[config.mk]
export PLATFORM = sky130hd
export DESIGN_NAME = tbw_queue
export DESIGN_NICKNAME = d
export VERILOG_FILES = /design/src/tbw_pkg.sv /design/src/tbw_queue.sv
export SDC_FILE = /design/constraint.sdc
export NUM_CORES = 1
export LEC_CHECK = 0
export ABC_CLOCK_PERIOD_IN_PS = 13500
export BUFFER_PORTS_ARGS = -buffer_cell sky130_fd_sc_hd__buf_2
export CORE_AREA = 2 2 257 259
export DETAILED_ROUTE_END_ITERATION = 16
export DIE_AREA = 0 0 259 261
export SYNTH_ARGS = -nofsm -noshare
export SYNTH_HDL_FRONTEND = slang
export SYNTH_SLANG_ARGS = --single-unit
export TNS_END_PERCENT = 50
[constraint.sdc]
create_clock -name clk -period 13.5 [get_ports clk]
set_clock_uncertainty 0.2 [all_clocks]
set_input_delay 2.7 -clock clk [delete_from_list [all_inputs] [get_ports clk]]
set_output_delay 2.7 -clock clk [all_outputs]
set_load 0.05 [all_outputs]
[src/tbw_pkg.sv]
// ----------------------------------------------------------------------------
// tbw_pkg - shared types and constants of the barycentric weight block
// Field widths, pipeline sizes, payload structs and the divider step.
// ----------------------------------------------------------------------------
package tbw_pkg;

  localparam int COORD_W          = 16;
  localparam int COORD_BITS       = 16;
  localparam int COORD_FRAC_BITS  = 4;
  localparam int WEIGHT_FRAC_BITS = 16;
  localparam int OUT_W            = 24;
  localparam int CFG_W            = 21;

  localparam int DIFF_W  = COORD_BITS + 1;
  localparam int PROD_W  = 2 * DIFF_W;
  localparam int CROSS_W = PROD_W + 1;
  localparam int MAG_W   = CROSS_W;
  localparam int QW      = MAG_W + WEIGHT_FRAC_BITS;
  localparam int SW      = QW + 2;
  localparam int UW      = QW + 3;

  // magnitudes at or above this square past any legal limit
  localparam int SQ_BITS = (CFG_W + 1) / 2;

  localparam int MQ_DEPTH = 4;
  localparam int MQ_AW    = 2;
  localparam int OQ_DEPTH = 2;

  localparam logic signed [OUT_W-1:0] OUT_MAX = {1'b0, {(OUT_W-1){1'b1}}};
  localparam logic signed [OUT_W-1:0] OUT_MIN = {1'b1, {(OUT_W-1){1'b0}}};
  localparam logic signed [OUT_W-1:0] NEG_ONE =
    OUT_W'(-(64'sd1 <<< WEIGHT_FRAC_BITS));
  localparam logic signed [UW-1:0] ONE_U = UW'(64'sd1 <<< WEIGHT_FRAC_BITS);

  typedef struct packed {
    logic signed [COORD_W-1:0] corner_a_x;
    logic signed [COORD_W-1:0] corner_a_y;
    logic signed [COORD_W-1:0] corner_b_x;
    logic signed [COORD_W-1:0] corner_b_y;
    logic signed [COORD_W-1:0] corner_c_x;
    logic signed [COORD_W-1:0] corner_c_y;
    logic signed [COORD_W-1:0] point_x;
    logic signed [COORD_W-1:0] point_y;
  } in_t;

  typedef struct packed {
    logic signed [OUT_W-1:0] weight_u;
    logic signed [OUT_W-1:0] weight_v;
    logic signed [OUT_W-1:0] weight_w;
    logic                    degenerate;
  } out_t;

  typedef struct packed {
    logic vneg;
    logic wneg;
    logic degen;
  } side_t;

  typedef struct packed {
    logic [MAG_W-1:0] vm;
    logic [MAG_W-1:0] wm;
    logic [MAG_W-1:0] dm;
    side_t            sb;
  } mid_t;

  typedef struct packed {
    logic [QW-1:0] qv;
    logic [QW-1:0] qw;
    side_t         sb;
  } quo_t;

  // one restoring-division lane: partial remainder and dividend/quotient shifter
  typedef struct packed {
    logic [MAG_W-1:0] r;
    logic [QW-1:0]    x;
  } ds_t;

  function automatic ds_t div_step(input ds_t a, input logic [MAG_W-1:0] den);
    logic [MAG_W:0] t;
    logic           qb;
    ds_t            b;
    t = {a.r, a.x[QW-1]};
    if (t >= {1'b0, den}) begin
      b.r = MAG_W'(t - {1'b0, den});
      qb  = 1'b1;
    end else begin
      b.r = t[MAG_W-1:0];
      qb  = 1'b0;
    end
    b.x = {a.x[QW-2:0], qb};
    return b;
  endfunction

  function automatic logic [MAG_W-1:0] mag(input logic signed [CROSS_W-1:0] x);
    return x[CROSS_W-1] ? MAG_W'(-x) : MAG_W'(x);
  endfunction

  function automatic logic signed [OUT_W-1:0] sat(input logic signed [UW-1:0] x);
    if (x > UW'(OUT_MAX)) begin
      return OUT_MAX;
    end else if (x < UW'(OUT_MIN)) begin
      return OUT_MIN;
    end
    return x[OUT_W-1:0];
  endfunction

endpackage

[src/tbw_queue.sv]
// ----------------------------------------------------------------------------
// tbw_queue - short queue between the front and back parts
// Register-based FIFO; the head entry is read directly.
// ----------------------------------------------------------------------------
module tbw_queue (
  input  logic          clk,
  input  logic          rst_n,
  input  logic          push,
  output logic          full,
  input  tbw_pkg::mid_t wr_data,
  input  logic          pop,
  output logic          empty,
  output tbw_pkg::mid_t rd_data
);
  import tbw_pkg::*;

  mid_t             mem_r [MQ_DEPTH];
  logic [MQ_AW-1:0] wp_r, rp_r;
  logic [MQ_AW:0]   cnt_r;
  logic             do_push, do_pop;

  assign full    = cnt_r == (MQ_AW+1)'(MQ_DEPTH);
  assign empty   = cnt_r == '0;
  assign do_push = push && !full;
  assign do_pop  = pop && !empty;
  assign rd_data = mem_r[rp_r];

  always_ff @(posedge clk) begin
    if (!rst_n) begin
      wp_r  <= '0;
      rp_r  <= '0;
      cnt_r <= '0;
    end else begin
      if (do_push) wp_r <= wp_r + 1'b1;
      if (do_pop)  rp_r <= rp_r + 1'b1;
      cnt_r <= cnt_r + (MQ_AW+1)'(do_push) - (MQ_AW+1)'(do_pop);
    end
  end

  always_ff @(posedge clk) begin
    if (do_push) mem_r[wp_r] <= wr_data;
  end

  a_cnt_bound: assert property (@(posedge clk) disable iff (!rst_n)
    cnt_r <= (MQ_AW+1)'(MQ_DEPTH)) else $error("queue count past depth");
  a_cnt_step: assert property (@(posedge clk) disable iff (!rst_n)
    (do_push && !do_pop) |=> cnt_r == $past(cnt_r) + 1'b1)
    else $error("queue count missed a push");
  a_ptr_gap: assert property (@(posedge clk) disable iff (!rst_n)
    MQ_AW'(wp_r - rp_r) == cnt_r[MQ_AW-1:0]) else $error("queue pointers off");

endmodule

# Word level (Yosys, flattened, before mapping)
# Memory sizes are Yosys's and may differ from the RTL's. A register that Yosys moved wholly into a read port is not among the register bits.
# Index checks and enable logic that the tools add are counted.
# totals
elab_cells	18
in_bits	112
mem_bits_rw	432
out_inout_bits	110
n_memories	1
reg_bits	7
# memory_table
name	depth	width	read_ports	rd_ports_with_merged_regs	write_ports	line_no	source
mem_r	4	108	1	1	1	tbw_queue.sv:17	mid_t mem_r [MQ_DEPTH];
# classes
muxes	4
n_addsub	4
n_reduce_logical	5
n_eq_ne	1
# op_table
operator	n
$add A2 B1 Y2 const B	2
$mux W2	2
$add A3 B1 Y3	1
$eq A3 B3 Y1 const B	1
$logic_not A3 Y1	1
$sub A3 B1 Y3	1
$logic_and A1 B1 Y1	2
$logic_not A1 Y1	2
$mux W1	2

# Logic depth before layout (Yosys ltp)
# depth
word_depth	5
depth_mapped	11
mapped_depth_nobuf	10

# Worst setup path after synthesis
# Ideal clock, no wire load.
# synth_timing
kind	input to register
from	input push
to	memory mem_r[0][0] in the netlist's numbering, enable pin
arrival_ns	5.576
setup_ns	0.479
stages	3
slack_ns	7.245
t_required_ns	12.821
n_path_buf	1
path_cell_list	nor2b_1 > clkbuf_1 > and2_1
# synth_via
elab_chain_cells	3
# synth_rtl
item	line_no	source
start, declared	tbw_queue.sv:8	input logic push,
$logic_and A1 B1 Y1	tbw_queue.sv:24	assign do_push = push && !full;
$mux W1	tbw_queue.sv:41	if (do_push) mem_r[wp_r] <= wr_data;
$mux W1 (implied by the code)	tbw_queue.sv:41	
end, declared	tbw_queue.sv:17	
# No other way between the ends.

==> out/results.tsv <==
stage	metric	value	unit
run_status	status	finished clean	
clock_tree	clk_lat worst skew	0.58	ns
grt	global-route wire length before repair	48690	um
clock_tree	cts repair resizes	0	
die	Initial Util	24.63	%
final_layout	final net count	992	
power	pwr dens	210.6	nW/um^2
sta	Fmax	0.1638	GHz
detailed_routing	DR pass1 iterations	6	
worst_setup_path	Startpoint Class	register	
placement	PortBufs	221	
power	Logic pwr share	27.1	%
synth	Avg Cell Area, Syn	26.05	sq um
sta	Final Hold Vio Count	0	
hold_path	min-delay worst type	register to register	
grt	largest net degree at the start of global routing	68	
die	Die Wd	259	um
synth	most area-hungry cell type in the Yosys netlist	edfxtp_1	
clock_tree	CTS root buf	clkbuf_16	
synth	most common cell in the netlist	edfxtp_1	
synth	Primary FF master, synth	edfxtp_1	
sta	setup TNS	0	ns
synth	Seq/Total Area, Yosys	82.11	%
grt	antenna violations before repair	9	
worst_setup_path	Worst EP arrival	3.20	ns
detailed_routing	DRC Markers	0	
final_layout	Fill cells	6278	
grt	vias in the first global route	7768	
worst_setup_path	Crit Path Class	register to primary output	
sta	Tightest Pin Transition	1.086	ns
clock_tree	cts bufs inserted	49	
worst_setup_path	worst path required time	10.60	ns
die	Die Area	67600	sq um
synth	area share of the largest cell type after synthesis	80.99	%
synth	Synth area leaders	edfxtp_1, mux4_2, dfxtp_1, ha_1, buf_2	
job	Max Cap Viol	0	
synth	Yosys warning total	0	
detailed_routing	1st-iter DRT viols	583	
power	Int Pwr	2.778	mW
worst_setup_path	crit path max fanout	39	
sta	max-slew violation count	0	
final_layout	n_diodes	0	
power	Pleak	6.456	nW
detailed_routing	mean routed wirelength per cell	18.88	um
detailed_routing	Via density	4.108	
synth	Async SR Flop Fraction	0	%
die	Rows	94	
power	VDD IR max	0.1092	mV
clock_tree	Clock Sinks	441	
synth	Synth Instances	615	
power	clock share of power	31.8	%
sta	period utilization	45.21	%
detailed_routing	Post-DRT Antenna Nets	0	
synth	Post-synth EDFFs	432	
final_layout	Area Overhead vs Synth	23.46	%
detailed_routing	via count	7291	
power	part of the power in registers	41.1	%
worst_setup_path	CP endpoint kind	primary output	
clock_tree	Worst-path clk slew	0.06	ns
synth	cell area after technology mapping	16020	sq um
placement	GP Congestion	0.6906	
grt	Congestion Overflow GR	0	
clock_tree	H-Tree Level Count	2	
synth	register bit total from synthesis	441	
synth	Commonest cells post-synth	edfxtp_1, mux4_2, buf_2, clkbuf_1, dfxtp_1	
synth	Synthesized Nets	734	
die	Core ar.	65040	sq um
sta	unrepaired setup endpoints after global routing	no	
synth	Yosys cell types	21	
die	io pins	222	
sta	number of setup violations in the final report	0	
detailed_routing	WL final	33510	um
sta	Slew HR	27.60	%
clock_tree	Clock Tree Buf Depth	3	
grt	GRT Total Usage	9.739	%
power	Psw	1.387	mW
clock_tree	# hold bufs at CTS	0	
clock_tree	CTS tree	yes	
sta	Min Clock Period, post-route	6.104	ns
sta	Min Hold Slack	0.2998	ns
final_layout	fin util	30.40	%
die	die height	261	um
clock_tree	post-CTS setup buffer count	0	
power	switching portion of total power	33.31	%
placement	post-DP HPWL	19510	um
final_layout	share of post-route cells with drive strength above 1	45.99	%
## critical path, stage by stage (launching register included)
cell,delay (ns)
dfxtp_4,0.84
buf_4,0.77
mux4_2,0.63
buf_2,0.23
## per-stage QoR
stage | power (mW) | instances | instance area [sq um] | setup slack, ns
after floorplan | 2.619 | 615 | 16020 | 7.245
after global placement | 2.887 | 1686 | 18170 | 7.630
after detailed placement | 2.897 | 1686 | 18170 | 7.614
after CTS | 4.248 | 1775 | 19780 | 7.204
after global routing | 4.346 | 1775 | 19780 | 7.080
final | 4.165 | 1775 | 19780 | 7.396
## layout make-up
type | instances | area [sq um] | share of cell area (%)
clock buffers | 64 | 1355 | 6.852
clock inverters | 25 | 254.0 | 1.284
inverters | 6 | 22.52 | 0.1139
multi-input cells | 142 | 2706 | 13.69
flip-flops and latches | 441 | 13160 | 66.55
well taps | 864 | 1081 | 5.467
repair buffers | 233 | 1196 | 6.049
## path summary, 6_finish.rpt
kind / start / endpoint / slack (ns) / cells after the start
worst min-delay path: rp_r[1] / register / 0.30 / 2
worst max-delay path: register / rd_data[35] / 7.40 / 3
worst max register to register: cnt_r[2] / mem_r[3][7] / 10.05 / 5
worst min register to register: rp_r[1] / register / 0.30 / 2
## layer usage
metal | up-vias | track usage [%] | wire [um]
li1 | 3165 | - | -
met1 | 3819 | 12.69 | 14460
met2 | 216 | 14.81 | 15270
met3 | 77 | 3.949 | 2818
met4 | 14 | 3.147 | 877
met5 | - | 0 | 90
## registers in the layout (all words and copies together), names as in the netlist, named ones only
signal and flops:
rp_r 2, cnt_r 3, wp_r 2, mem_r 432
## cell usage in the layout, fill, tap and decap left out, types with 2 or more instances in the layout
cell type / n
and2_1: 3
and2_4: 4
buf_2: 221
buf_4: 12
bufinv_16: 4
clkbuf_1: 10
clkbuf_16: 51
clkbuf_8: 3
clkinv_1: 7
clkinv_2: 4
clkinvlp_4: 2
dfxtp_1: 7
dfxtp_4: 2
edfxtp_1: 432
ha_1: 6
inv_1: 6
inv_6: 6
mux2i_1: 2
mux4_2: 108
nand2_1: 6
nor2b_1: 2
o21ai_0: 3
xnor2_1: 2
## power by group through the flow
stage          Sequential [mW]  Combinational, mW  Clock (mW)
3_3_place_gp              1.74               1.15           0
3_5_place_dp              1.75               1.15           0
4_1_cts                   1.72               1.15        1.38
6_report                  1.71               1.13        1.32
2_1_floorplan             1.72              0.897           0
5_1_grt                   1.73               1.19        1.43
## cell families (layout without fill, tap and decap cells)
group           after synthesis  in the layout  share of synthesized area (%)
flops                       441            441                          82.11
mux                         110            110                          15.31
buf+inv                      32            328                          1.055
simple gates                 19             19                         0.6796
fa+ha+maj                     7              7                         0.5936
compound gates                4              4                         0.1406
xor+xnor                      2              2                         0.1094
Power figures use the tool's default switching activity.
